<file path="config.mk">
export PLATFORM = sky130hd
export DESIGN_NAME = escaped_string_unescaper
export DESIGN_NICKNAME = d
export VERILOG_FILES = /design/src/rtl/esc_unesc_pkg.sv /design/src/rtl/esc_unesc_decode.sv /design/src/rtl/escaped_string_unescaper.sv
export SDC_FILE = /design/constraint.sdc
export NUM_CORES = 1
export LEC_CHECK = 0
export BUFFER_PORTS_ARGS = -buffer_cell sky130_fd_sc_hd__buf_2
export CAP_MARGIN = 25
export CORE_UTILIZATION = 55
export DETAILED_ROUTE_END_ITERATION = 7
export HOLD_SLACK_MARGIN = 0.08
export PLACE_DENSITY = 0.76
export RECOVER_POWER = 50
export SKIP_LAST_GASP = 1
export SYNTH_ARGS = -nofsm -noshare
export SYNTH_HDL_FRONTEND = slang
export SYNTH_SLANG_ARGS = --single-unit
</file>
<file path="constraint.sdc">
create_clock -name i_clk -period 4.9 [get_ports i_clk]
set_input_delay 0.49 -clock i_clk [delete_from_list [all_inputs] [get_ports i_clk]]
set_output_delay 0.49 -clock i_clk [all_outputs]
set_load 0.1 [all_outputs]
</file>
<file path="src/rtl/esc_unesc_pkg.sv">
// ----------------------------------------------------------------------------
// Escaped string unescaper package
// Item types, escape state and character helpers shared by the decoder
// and the top level.
// ----------------------------------------------------------------------------
package esc_unesc_pkg;

    typedef struct packed {
        logic [7:0] data_byte;
        logic       is_last;
    } t_in_item;

    typedef struct packed {
        logic [7:0] out_byte;
        logic       byte_valid;
        logic       string_end;
        logic       failed;
    } t_out_item;

    typedef enum logic [2:0] {
        PH_TEXT = 3'b001,
        PH_ESC  = 3'b010,
        PH_HEX  = 3'b100
    } t_phase;

    typedef struct packed {
        t_phase     phase;
        logic [7:0] first_digit;
        logic       error_seen;
    } t_esc_state;

    localparam t_esc_state ESC_STATE_RESET = '{
        phase:       PH_TEXT,
        first_digit: 8'h00,
        error_seen:  1'b0
    };

    localparam logic [7:0] CH_BACKSLASH = 8'h5C;
    localparam logic [7:0] CH_DQUOTE    = 8'h22;
    localparam logic [7:0] CH_SQUOTE    = 8'h27;
    localparam logic [7:0] CH_B         = 8'h62;
    localparam logic [7:0] CH_N         = 8'h6E;
    localparam logic [7:0] CH_T         = 8'h74;
    localparam logic [7:0] CH_F         = 8'h66;
    localparam logic [7:0] CH_R         = 8'h72;
    localparam logic [7:0] CH_0         = 8'h30;
    localparam logic [7:0] CH_9         = 8'h39;
    localparam logic [7:0] CH_LA        = 8'h61;
    localparam logic [7:0] CH_LF        = 8'h66;
    localparam logic [7:0] CH_UA        = 8'h41;
    localparam logic [7:0] CH_UF        = 8'h46;

    localparam logic [7:0] CTL_BS = 8'h08;
    localparam logic [7:0] CTL_LF = 8'h0A;
    localparam logic [7:0] CTL_HT = 8'h09;
    localparam logic [7:0] CTL_FF = 8'h0C;
    localparam logic [7:0] CTL_CR = 8'h0D;

    function automatic logic hex_ok(input logic [7:0] c);
        return (c >= CH_0 && c <= CH_9) || (c >= CH_LA && c <= CH_LF) ||
               (c >= CH_UA && c <= CH_UF);
    endfunction

    function automatic logic [3:0] hex_val(input logic [7:0] c);
        logic [7:0] v;
        v = 8'h00;
        if (c >= CH_0 && c <= CH_9) begin
            v = c - CH_0;
        end else if (c >= CH_LA && c <= CH_LF) begin
            v = c - CH_LA + 8'd10;
        end else if (c >= CH_UA && c <= CH_UF) begin
            v = c - CH_UA + 8'd10;
        end
        return v[3:0];
    endfunction

endpackage

</file>
<file path="src/rtl/esc_unesc_decode.sv">
// ----------------------------------------------------------------------------
// Escape decoder
// Combinational step of the escape state machine for one input item.
// ----------------------------------------------------------------------------
module esc_unesc_decode
    import esc_unesc_pkg::*;
(
    input  t_esc_state i_state,
    input  t_in_item   i_item,
    output t_esc_state o_state,
    output logic       o_has_result,
    output t_out_item  o_result
);

    logic       have;
    logic [7:0] ob;
    t_esc_state st;
    logic       fail;
    logic [7:0] c;

    always_comb begin
        c    = i_item.data_byte;
        have = 1'b0;
        ob   = 8'h00;
        st   = i_state;
        if (i_state.error_seen) begin
            st.phase = PH_TEXT;
        end else begin
            unique case (i_state.phase)
                PH_ESC: begin
                    st.phase = PH_TEXT;
                    have     = 1'b1;
                    if (c == CH_DQUOTE || c == CH_SQUOTE || c == CH_BACKSLASH) begin
                        ob = c;
                    end else if (c == CH_B) begin
                        ob = CTL_BS;
                    end else if (c == CH_N) begin
                        ob = CTL_LF;
                    end else if (c == CH_T) begin
                        ob = CTL_HT;
                    end else if (c == CH_F) begin
                        ob = CTL_FF;
                    end else if (c == CH_R) begin
                        ob = CTL_CR;
                    end else begin
                        have           = 1'b0;
                        st.first_digit = c;
                        st.phase       = PH_HEX;
                    end
                end
                PH_HEX: begin
                    st.phase = PH_TEXT;
                    if (hex_ok(i_state.first_digit) && hex_ok(c)) begin
                        ob   = {hex_val(i_state.first_digit), hex_val(c)};
                        have = 1'b1;
                    end else begin
                        st.error_seen = 1'b1;
                    end
                end
                default: begin
                    if (c == CH_BACKSLASH) begin
                        st.phase = PH_ESC;
                    end else begin
                        st.phase = PH_TEXT;
                        ob       = c;
                        have     = 1'b1;
                    end
                end
            endcase
        end

        fail = st.error_seen || (st.phase != PH_TEXT);

        o_has_result        = have || i_item.is_last;
        o_result.out_byte   = have ? ob : 8'h00;
        o_result.byte_valid = have;
        o_result.string_end = i_item.is_last;
        o_result.failed     = i_item.is_last && fail;
        o_state             = i_item.is_last ? ESC_STATE_RESET : st;
    end

endmodule

</file>
<file path="src/rtl/escaped_string_unescaper.sv">
// ----------------------------------------------------------------------------
// Escaped string unescaper
// Decodes backslash escapes in a byte stream, one byte per item, and marks
// the end of each string with a failure flag.
// ----------------------------------------------------------------------------
//  Channel | Handshake                  | Payload
//  input   | i_in_valid / o_in_stall    | i_in_item  (data_byte, is_last)
//  output  | o_out_valid / i_out_stall  | o_out_item (out_byte, byte_valid,
//          |                            |             string_end, failed)
//
// One item per cycle is sustained while the output is not stalled; a result passes
// through the input register and then the result register on its way to the output.
// An item that yields no result leaves the input register without waiting.
// Reset clears the escape state and both valid flags.
// A stall on the output holds the result and backs up to o_in_stall only
// when the item in the input register needs the output slot.
// ----------------------------------------------------------------------------
module escaped_string_unescaper
    import esc_unesc_pkg::*;
(
    input  logic      i_clk,
    input  logic      i_rst_n,
    input  logic      i_in_valid,
    output logic      o_in_stall,
    input  t_in_item  i_in_item,
    output logic      o_out_valid,
    input  logic      i_out_stall,
    output t_out_item o_out_item
);

    logic       r_in_valid;
    t_in_item   r_in_item;
    logic       r_out_valid;
    t_out_item  r_out_item;
    t_esc_state r_state;

    t_esc_state n_state;
    t_out_item  n_result;
    logic       n_has_result;
    logic       out_free;
    logic       advance;
    logic       in_take;

    esc_unesc_decode u_decode (
        .i_state      (r_state),
        .i_item       (r_in_item),
        .o_state      (n_state),
        .o_has_result (n_has_result),
        .o_result     (n_result)
    );

    assign out_free   = !r_out_valid || !i_out_stall;
    assign advance    = r_in_valid && (!n_has_result || out_free);
    assign o_in_stall = r_in_valid && !advance;
    assign in_take    = i_in_valid && !o_in_stall;

    always_ff @(posedge i_clk) begin
        if (!i_rst_n) begin
            r_in_valid  <= 1'b0;
            r_out_valid <= 1'b0;
            r_state     <= ESC_STATE_RESET;
        end else begin
            if (in_take) begin
                r_in_valid <= 1'b1;
                r_in_item  <= i_in_item;
            end else if (advance) begin
                r_in_valid <= 1'b0;
            end
            if (advance) begin
                r_state <= n_state;
            end
            if (advance && n_has_result) begin
                r_out_valid <= 1'b1;
                r_out_item  <= n_result;
            end else if (!i_out_stall) begin
                r_out_valid <= 1'b0;
            end
        end
    end

    assign o_out_valid = r_out_valid;
    assign o_out_item  = r_out_item;

    a_fail_at_end: assert property (@(posedge i_clk) disable iff (!i_rst_n)
        o_out_valid && o_out_item.failed |-> o_out_item.string_end)
        else $error("failure reported without end of string");

    a_empty_byte_zero: assert property (@(posedge i_clk) disable iff (!i_rst_n)
        o_out_valid && !o_out_item.byte_valid |-> o_out_item.out_byte == 8'h00)
        else $error("out_byte nonzero without a decoded byte");

    a_end_resets: assert property (@(posedge i_clk) disable iff (!i_rst_n)
        advance && r_in_item.is_last |=> r_state.phase == PH_TEXT && !r_state.error_seen)
        else $error("escape state not cleared after end of string");

    a_no_overwrite: assert property (@(posedge i_clk) disable iff (!i_rst_n)
        r_out_valid && i_out_stall |-> !(advance && n_has_result))
        else $error("held result overwritten");

endmodule
</file>
==> reports/results.ini, run 1 <==
[run_status]
status = finished clean

[final_layout]
most-common-layout-cells = 27 x nand2_1, 20 x edfxtp_1, 16 x nor2_1, 14 x dfxtp_1
diodes = 0
post-route-util_pct = 64.7
final_common_cell = nand2_1
drive_gt1_share_pct = 13.6
layout.nets = 256
synthToLayoutAreaGrowth_pct = 9.32
instances_no_fill = 282

[global_route]
track_usage_pct = 24.4
overflow = 0
grt_pass1_wl_um = 7430
grt_antenna_before_repair = 0
grt_max_degree = 23
grt_pass1_vias = 1586

[cts]
clkTransAtPathRegs_ps = 60
hold_buffers = 0
insertion_delay_ps = 280
clock_path_buffers = 2
htreeDepth = 2
ctsResizeCount = 0
root_buffer = clkbuf_8
cts.sinks = 34
cts_tree = built
cts_post_setup_buffers_inserted = 0
cts_buffers = 5

[place]
routabilityCongestion = 0.922
numPortBuffers = 25
dp_hpwl_um = 3200
dp.cells = 274

[worst_setup_path]
r2r_slack_ps = 1340
worst-r2r-cell-count = 9
startpoint_type = flop
critPathRequiredTime_ps = 4410
critPathArrivalTime_ps = 3530
critPathCaptureType = output pin
critPathKind = reg -> out
cp_max_fo = 10

[sta]
finalSetupTns_ps = 0
slew_violations = 0
max_freq_mhz = 249
min_period_ps = 4020
rsz0062_at_grt = no
period_share_pct = 82.1
fin_hold_ws_ps = 379
finalSetupViolCount = 0
hold_viol_final = 0
worst_pin_slew_ps = 1170
slew_headroom_pct = 22.2
clock-skew-final_ps = 6.26

[pwr]
vdd_ir_drop_max_v = 0.000142
cellLeakagePower_nw = 0.759
powerDensity_nw_per_um2 = 257

[synthesis]
yosys.area.top_type = edfxtp_1
ys.flop_type = edfxtp_1
ys_async_sr_fraction_pct = 0
avgSynthCellArea_sq_um = 9.73
seq_area_frac_synth_pct = 42.9
synthDistinctLibCells = 57
syn-num-nets = 231
syn-cell-area_sq_um = 2050
synth_top_area_share_pct = 29.3
yosys_warnings = 0
synth_area_leaders = edfxtp_1 29%, dfxtp_1 14%, nand2_1 4.9%
syn-instance-count = 211
synth-edff-count = 20
ys_ff_latch = 34

[drt]
wl_um = 4460
drt_pass1_iterations = 4
ant_nets = 0
vias_per_cell = 6.21
drt_iter0_drc = 146
drc = 0
wl_per_cell_um = 15.8
routed-via-count = 1750

[floorplanning]
boundaryPins = 26
rows = 21
die_h_um = 63.1
coreArea_sq_um = 3470
dieArea_sq_um = 3980
initial_utilization_pct = 59.2
die_x_um = 63.1

[worst_hold_path]
hold_depth = 1
hp-class = in -> reg

[job]
drv_cap = 0

## cell type report
type                            instances  area [sq um]
Clock buffer                            6          72.6
Clock inverter                          1          7.51
Fill cell                             307          1220
Inverter                               10          37.5
Multi-Input combinational cell        159          1070
Sequential cell                        34           881
Tap cell                               46          57.6
Timing Repair Buffer                   26           118
## flip-flops by register name, summed over array words and instances, names as in the netlist
| register | count |
|---|---|
| r_in_valid | 1 |
| r_in_item | 9 |
| o_out_valid | 1 |
| r_state | 12 |
| o_out_item | 11 |
## worst max-delay path, stage by stage, from the launching register on
cell and delay (ps):
edfxtp_1 530, inv_1 160, ha_1 290, o21bai_1 160, a2111oi_4 540, a41oi_1 220
nor3_4 490, nor3_1 140, nor3_1 250, buf_2 470
## synthesized netlist by cell type (3+ instances only)
| master | instances |
|---|---|
| nor4_1 | 4 |
| xnor2_1 | 3 |
| o211ai_1 | 4 |
| nor3_1 | 3 |
| ha_1 | 7 |
| dfxtp_1 | 14 |
| nand3_1 | 7 |
| nand3b_1 | 3 |
| inv_1 | 10 |
| a31oi_1 | 5 |
| and2_1 | 3 |
| nand2_1 | 27 |
| a21oi_1 | 7 |
| nor2b_1 | 3 |
| nor2_1 | 16 |
| edfxtp_1 | 20 |
| nand2b_1 | 6 |
| nand4_1 | 3 |
| mux2i_1 | 4 |
| a22oi_1 | 4 |
| clkbuf_1 | 4 |
| buf_2 | 3 |
| o21ai_0 | 11 |
## routing by layer
layer | vias to the layer above | global-route usage [%] | routed length [um]
met2 | 95 | 37.5 | 1930
met4 | 0 | 12.5 | 169
met5 | - | 0 | 0
li1 | 838 | - | -
met1 | 799 | 32.3 | 2010
met3 | 18 | 5.25 | 356
## through the flow
stage	setup WS, ps	total power [mW]	instance area [sq um]
after floorplan	299	0.374	2050
after global placement	1370	0.389	2190
after detailed placement	1230	0.389	2190
after CTS	1120	0.579	2270
after global routing	718	0.598	2240
final	877	0.577	2240
## logic make-up after synthesis
group / after synthesis / share of synthesized area (%)
AND/OR/NAND/NOR: 91 / 24.3
AO/OA/AOI/OAI: 51 / 19.9
flip-flops: 34 / 42.9
buffers and inverters: 18 / 3.84
adder cells (fa/ha/maj): 7 / 4.27
multiplexers: 6 / 3.05
XOR/XNOR: 4 / 1.71
## power breakdown
part	switching (mW)	internal [mW]	leakage, nW	total (mW)
sequential	0.0114	0.310	0.296	0.322
clock	0.0975	0.0973	0.0373	0.195
combinational	0.0448	0.0162	0.426	0.0610
## final timing paths
kind / end / startpoint
worst max register to register: o_out_item[7] / r_in_item[1]
worst min-delay path: r_in_item[5] / i_in_item[5]
worst max-delay path: o_in_stall / r_in_item[1]
worst min register to register: r_state[6] / r_state[6]
No activity file was read; power rests on OpenSTA's default activity.
==> run 2: changes to the inputs <==
--- a/config.mk
+++ b/config.mk
@@ -7,7 +7,7 @@
 export LEC_CHECK = 0
 export BUFFER_PORTS_ARGS = -buffer_cell sky130_fd_sc_hd__buf_2
 export CAP_MARGIN = 25
-export CORE_UTILIZATION = 55
+export CORE_UTILIZATION = 52
 export DETAILED_ROUTE_END_ITERATION = 7
 export HOLD_SLACK_MARGIN = 0.08
 export PLACE_DENSITY = 0.76
==> constraint.sdc (replaced) <==
create_clock -name i_clk -period 3.4 [get_ports i_clk]
set_input_delay 0.34 -clock i_clk [delete_from_list [all_inputs] [get_ports i_clk]]
set_output_delay 0.34 -clock i_clk [all_outputs]
set_load 0.1 [all_outputs]
==> run 2 against run 1 <==
Effect of this change: critical path type unchanged; die area is 5.6% higher; combinational power is 49% higher; clock power is 61% higher; non-clock buffer count is 2 higher; worst setup slack worse by 610 ps.
==> reports/results.ini, run 2 (synthesis gave the netlist of run 1 again) <==
[run_status]
status = finished clean  ; unchanged

[drt]
drt_pass1_iterations = 4  ; unchanged
wl_um = 4350  ; was 4460 um
ant_nets = 0  ; unchanged
wl_per_cell_um = 15.1  ; was 15.8 um
drc = 0  ; unchanged
routed-via-count = 1693  ; was 1,750
vias_per_cell = 5.90  ; was 6.21
drt_iter0_drc = 113  ; was 146

[floorplanning]
boundaryPins = 26  ; unchanged
die_x_um = 64.8  ; was 63.1 um
initial_utilization_pct = 55.3  ; was 59.2%
coreArea_sq_um = 3720  ; was 3470 sq um
die_h_um = 64.8  ; was 63.1 um
dieArea_sq_um = 4200  ; was 3980 sq um
rows = 22  ; was 21

[final_layout]
layout.nets = 258  ; was 256
finish.instance_area_sq_um = 2320  ; was 2240 sq um
most-common-layout-cells = 27 x nand2_1, 20 x edfxtp_1, 16 x nor2_1, 14 x dfxtp_1, 13 x clkbuf_1  ; was 27 x nand2_1, 20 x edfxtp_1, 16 x nor2_1, 14 x dfxtp_1
final_common_cell = nand2_1  ; unchanged
top_register = r_state  ; unchanged
largest_reg_flops = 12  ; unchanged
diodes = 0  ; unchanged
fillers = 341  ; was 307
synthToLayoutAreaGrowth_pct = 13.2  ; was 9.32%
drive_gt1_share_pct = 15.1  ; was 13.6%

[cts]
htreeDepth = 2  ; unchanged
root_buffer = clkbuf_8  ; unchanged
clkTransAtPathRegs_ps = 60  ; about the same
cts_tree = built  ; unchanged
insertion_delay_ps = 270  ; was 280 ps
ctsResizeCount = 0  ; unchanged
cts.sinks = 34  ; unchanged
clock_path_buffers = 2  ; unchanged
cts_buffers = 5  ; unchanged

[worst_setup_path]
r2r_slack_ps = 480  ; was 1340 ps
worst-r2r-cell-count = 9  ; unchanged
critPathKind = reg -> out  ; unchanged
startpoint_type = flop  ; unchanged
critPathArrivalTime_ps = 2800  ; was 3530 ps
critPathCaptureType = output pin  ; unchanged
critPathRequiredTime_ps = 3060  ; was 4410 ps
cp_max_fo = 9  ; was 10

[sta]
clock-skew-final_ps = 5.26  ; was 6.26 ps
worst_pin_slew_ps = 1160  ; was 1170 ps
max_freq_mhz = 319
slew_headroom_pct = 22.9  ; was 22.2%
min_period_ps = 3140
hold_viol_final = 0  ; unchanged
rsz0062_at_grt = no  ; unchanged
period_share_pct = 92.2
finalSetupTns_ps = 0  ; unchanged
slew_violations = 0  ; unchanged
finalSetupViolCount = 0  ; unchanged

[global_route]
grt_pass1_wl_um = 7580  ; was 7430 um
grt_max_degree = 23  ; unchanged
grt_pass1_vias = 1622  ; was 1,586
overflow = 0  ; unchanged
track_usage_pct = 23.4  ; was 24.4%
grt_antenna_before_repair = 0  ; unchanged

[pwr]
powerDensity_nw_per_um2 = 373  ; was 257 nW/um^2
p_int_mw = 0.654  ; was 0.424 mW
vdd_ir_drop_max_v = 0.000340  ; was 0.000142 V
clockPowerShare_pct = 36.1  ; was 33.7%
netSwitchingPower_mw = 0.213  ; was 0.154 mW
swShare_pct = 24.6  ; was 26.6%
p_comb_share_pct = 10.5  ; was 10.6%
cellLeakagePower_nw = 0.782  ; was 0.759 nW
sequentialPowerShare_pct = 53.4  ; was 55.7%

[worst_hold_path]
hp-class = in -> reg  ; unchanged
hold_depth = 1  ; unchanged

[job]
drv_cap = 0  ; unchanged

[place]
routabilityCongestion = 0.952  ; was 0.922
dpl-instance-area_sq_um = 2250  ; was 2190 sq um
dp_hpwl_um = 3250  ; was 3200 um
numPortBuffers = 25  ; unchanged

## run 2: path summary, 6_finish.rpt
kind / start / end
worst max-delay path: r_in_item[1] / o_in_stall
worst min register to register: r_state[6] / r_state[6]
worst max register to register: r_in_item[1] / o_out_item[7]
worst min-delay path: i_in_item[7] / r_in_item[7]
## run 2: power groups by stage
stage	clock (mW)	combinational [mW]	sequential, mW
final	0.313	0.0909	0.463
after global routing	0.336	0.0977	0.465
after CTS	0.321	0.0921	0.462
after detailed placement	0	0.0919	0.471
after global placement	0	0.0917	0.471
after floorplan	0	0.0454	0.494
## run 2: what timing repair did
action / in CTS / in global routing
hold buffers: 0 / 0
setup buffers: 0 / 0
setup endpoints to repair: 0 / 1
## run 2: final cells by class
| type | instances | area (sq um) | share of cell area [%] |
|---|---|---|---|
| Clock buffer | 7 | 96.3 | 4.15 |
| Tap cell | 48 | 60.1 | 2.58 |
| Timing Repair Buffer | 28 | 144 | 6.19 |
| Inverter | 10 | 37.5 | 1.62 |
| Clock inverter | 1 | 3.75 | 0.162 |
| Multi-Input combinational cell | 159 | 1100 | 47.4 |
| Sequential cell | 34 | 881 | 37.9 |
## run 2: critical path, cell delays in order (launching register included)
cell,delay [ps]
edfxtp_1,530
inv_1,140
ha_1,300
o21bai_2,130
a2111oi_4,530
a41oi_4,110
nor3_4,240
nor3_1,130
nor3_4,220
buf_12,200
## run 2: metrics by stage
step                util (%)  setup WS, ps  power [mW]  cells  hold WS (ps)
floorplan                  -           150       0.540    211           436
global placement        60.4           541       0.563    279           451
detailed placement      60.4           440       0.563    279           473
CTS                     63.1           190       0.876    287           235
global route            62.5          47.0       0.898    287           231
finish                  62.5           265       0.867    287           241
## run 2: routing by layer
layer	GRT usage [%]	wire (um)
met1	32.6	2050
met2	36.5	2020
met3	3.87	194
met4	8.61	77
met5	0	0
==> run 3: changes to the inputs <==
--- a/config.mk
+++ b/config.mk
@@ -7,10 +7,13 @@
 export LEC_CHECK = 0
 export BUFFER_PORTS_ARGS = -buffer_cell sky130_fd_sc_hd__buf_2
 export CAP_MARGIN = 25
-export CORE_UTILIZATION = 52
+export CELL_PAD_IN_SITES_DETAIL_PLACEMENT = 0
+export CELL_PAD_IN_SITES_GLOBAL_PLACEMENT = 1
+export CORE_MARGIN = 2
+export CORE_UTILIZATION = 44
 export DETAILED_ROUTE_END_ITERATION = 7
 export HOLD_SLACK_MARGIN = 0.08
-export PLACE_DENSITY = 0.76
+export PLACE_DENSITY_LB_ADDON = 0.1
 export RECOVER_POWER = 50
 export SKIP_LAST_GASP = 1
 export SYNTH_ARGS = -nofsm -noshare
==> constraint.sdc (replaced) <==
create_clock -name i_clk -period 3.1 [get_ports i_clk]
set_input_delay 0.31 -clock i_clk [delete_from_list [all_inputs] [get_ports i_clk]]
set_output_delay 0.31 -clock i_clk [all_outputs]
set_load 0.1 [all_outputs]
==> run 3 against run 2 <==
Effect of this change: worst setup slack lost 34 ps; combinational power grew 22%; register-to-register slack lost 80 ps; cell area grew 3.6%; highest routed layer unchanged; worst hold slack lost 46 ps; via count grew 2.7%.
==> reports/results.ini, run 3 (synthesis gave the netlist of run 1 again) <==
[run_status]
status = finished clean  ; unchanged

[cts]
cts.sinks = 34  ; unchanged
clock_path_buffers = 2  ; unchanged
cts_buffers = 5  ; unchanged
htreeDepth = 2  ; unchanged
root_buffer = clkbuf_8  ; unchanged
cts_tree = built  ; unchanged
hold_buffers = 0  ; unchanged
clkTransAtPathRegs_ps = 70  ; was 60 ps
insertion_delay_ps = 290  ; was 270 ps

[worst_setup_path]
critPathMaxStageDelay_ps = 450  ; was 530 ps
cp_max_fo = 6  ; was 9
critPathLaunch = r_in_item[2]  ; was r_in_item[1]
critPathCaptureType = output pin  ; unchanged
r2r_start = r_state[2]  ; was r_in_item[1]
critPathKind = reg -> out  ; unchanged
cpMaxStageDelayCell = edfxtp_1  ; unchanged
path_cells = clkbuf_1, ha_1, mux2i_1, o41ai_1, nor3_1, nor2_2, nor3_2, nor3_4, buf_12  ; was inv_1, ha_1, o21bai_2, a2111oi_4, a41oi_4, nor3_4, nor3_1, nor3_4, buf_12
startpoint_type = flop  ; unchanged
critPathArrivalTime_ps = 2560  ; was 2800 ps
critPathRequiredTime_ps = 2790  ; was 3060 ps

[final_layout]
final_common_cell = nand2_1  ; unchanged
instances_no_fill = 299  ; was 287
layout.nets = 266  ; was 258
multi_input_area_sq_um = 1120  ; was 1100 sq um
diodes = 0  ; unchanged
drive_gt1_share_pct = 18.6  ; was 15.1%
post-route-util_pct = 54.5  ; was 62.5%
most-common-layout-cells = 27 x nand2_1, 20 x edfxtp_1, 16 x clkbuf_1, 15 x nor2_1, 14 x dfxtp_1  ; was 27 x nand2_1, 20 x edfxtp_1, 16 x nor2_1, 14 x dfxtp_1, 13 x clkbuf_1
largest_reg_flops = 12  ; unchanged
top_register = r_state  ; unchanged
synthToLayoutAreaGrowth_pct = 17.2  ; was 13.2%
regArea_sq_um = 881  ; unchanged
fillers = 430  ; was 341

[floorplanning]
rows = 24  ; was 22
dieArea_sq_um = 5230  ; was 4200 sq um
die_h_um = 72.3  ; was 64.8 um
die_x_um = 72.3  ; was 64.8 um
initial_utilization_pct = 46.5  ; was 55.3%
boundaryPins = 26  ; unchanged
coreArea_sq_um = 4410  ; was 3720 sq um

[sta]
finalSetupViolCount = 0  ; unchanged
hold_viol_final = 0  ; unchanged
slew_violations = 0  ; unchanged
worst_pin_slew_ps = 1190  ; was 1160 ps
max_freq_mhz = 349
finalSetupTns_ps = 0  ; unchanged
min_period_ps = 2870
clock-skew-final_ps = 6.66  ; was 5.26 ps
period_share_pct = 92.6
rsz0062_at_grt = no  ; unchanged
slew_headroom_pct = 20.8  ; was 22.9%

[worst_hold_path]
min_from = i_in_item[0]  ; was i_in_item[7]
hp-class = in -> reg  ; unchanged

[pwr]
cellLeakagePower_nw = 0.818  ; was 0.782 nW
finalPower_mw = 1.01  ; was 0.867 mW
powerDensity_nw_per_um2 = 420  ; was 373 nW/um^2
vdd_ir_drop_max_v = 0.000289  ; was 0.000340 V

[drt]
routed-via-count = 1739  ; was 1,693
wl_um = 5050  ; was 4350 um
drc = 0  ; unchanged
wl_per_cell_um = 16.9  ; was 15.1 um
drt_pass1_iterations = 4  ; unchanged
drt_iter0_drc = 86  ; was 113
ant_nets = 0  ; unchanged
vias_per_cell = 5.82  ; was 5.90

[place]
routabilityCongestion = 0.889  ; was 0.952
dp.cells = 289  ; was 279
numPortBuffers = 25  ; unchanged
dp_hpwl_um = 3820  ; was 3250 um

[job]
drv_cap = 0  ; unchanged

[global_route]
overflow = 0  ; unchanged
grt_pass1_vias = 1735  ; was 1,622
track_usage_pct = 21.2  ; was 23.4%
grt_antenna_before_repair = 0  ; unchanged
grt_pass1_wl_um = 8450  ; was 7580 um
grt_max_degree = 23  ; unchanged

run 3: final timing paths:
| path | to | slack [ps] | cells past startpoint |
|---|---|---|---|
| min | r_in_item[0] | 190 | 1 |
| min reg2reg | r_state[6] | 480 | 2 |
| max | o_in_stall | 230 | 9 |
| max reg2reg | r_state[5] | 400 | 10 |
run 3: worst max-delay path: cells and delay by family (launching register included):
family | cells | cell delay [ps]
adder cells (fa/ha/maj) | 1 | 200
AO/OA/AOI/OAI | 1 | 120
multiplexers | 1 | 190
AND/OR/NAND/NOR | 4 | 960
flip-flops | 1 | 450
buffers and inverters | 2 | 340
run 3: per-layer routing:
layer | part of all wire, % | global-route usage (%) | vias up | wire, um
li1 | - | - | 849 | -
met2 | 49 | 34.7 | 54 | 2490
met4 | 1.3 | 6.08 | 0 | 64
met3 | 4.7 | 4.31 | 8 | 239
met1 | 45 | 28.4 | 828 | 2260
met5 | 0 | 0 | - | 0
run 3: repair_timing:
item	CTS	global route
resized for setup	0	4
setup buffers	0	2
endpoints found under the setup margin	0	1
run 3: final cells by class:
type,count,area share [%]
Sequential cell,34,36.6
Clock buffer,5,2.86
Inverter,10,1.56
Clock inverter,3,1.66
Timing Repair Buffer,36,8.01
Tap cell,52,2.70
Multi-Input combinational cell,159,46.6
run 3: where the power goes:
part           switching, mW  total, mW  internal, mW
clock                  0.158      0.395         0.236
combinational         0.0793      0.111        0.0319
sequential            0.0146      0.505         0.490
run 3: stage by stage:
step	area [sq um]	hold WS [ps]	setup slack, ps
detailed placement	2300	462	294
global placement	2300	454	412
finish	2410	194	231
global route	2410	188	33.8
floorplan	2070	409	-92.7
CTS	2410	192	68.3
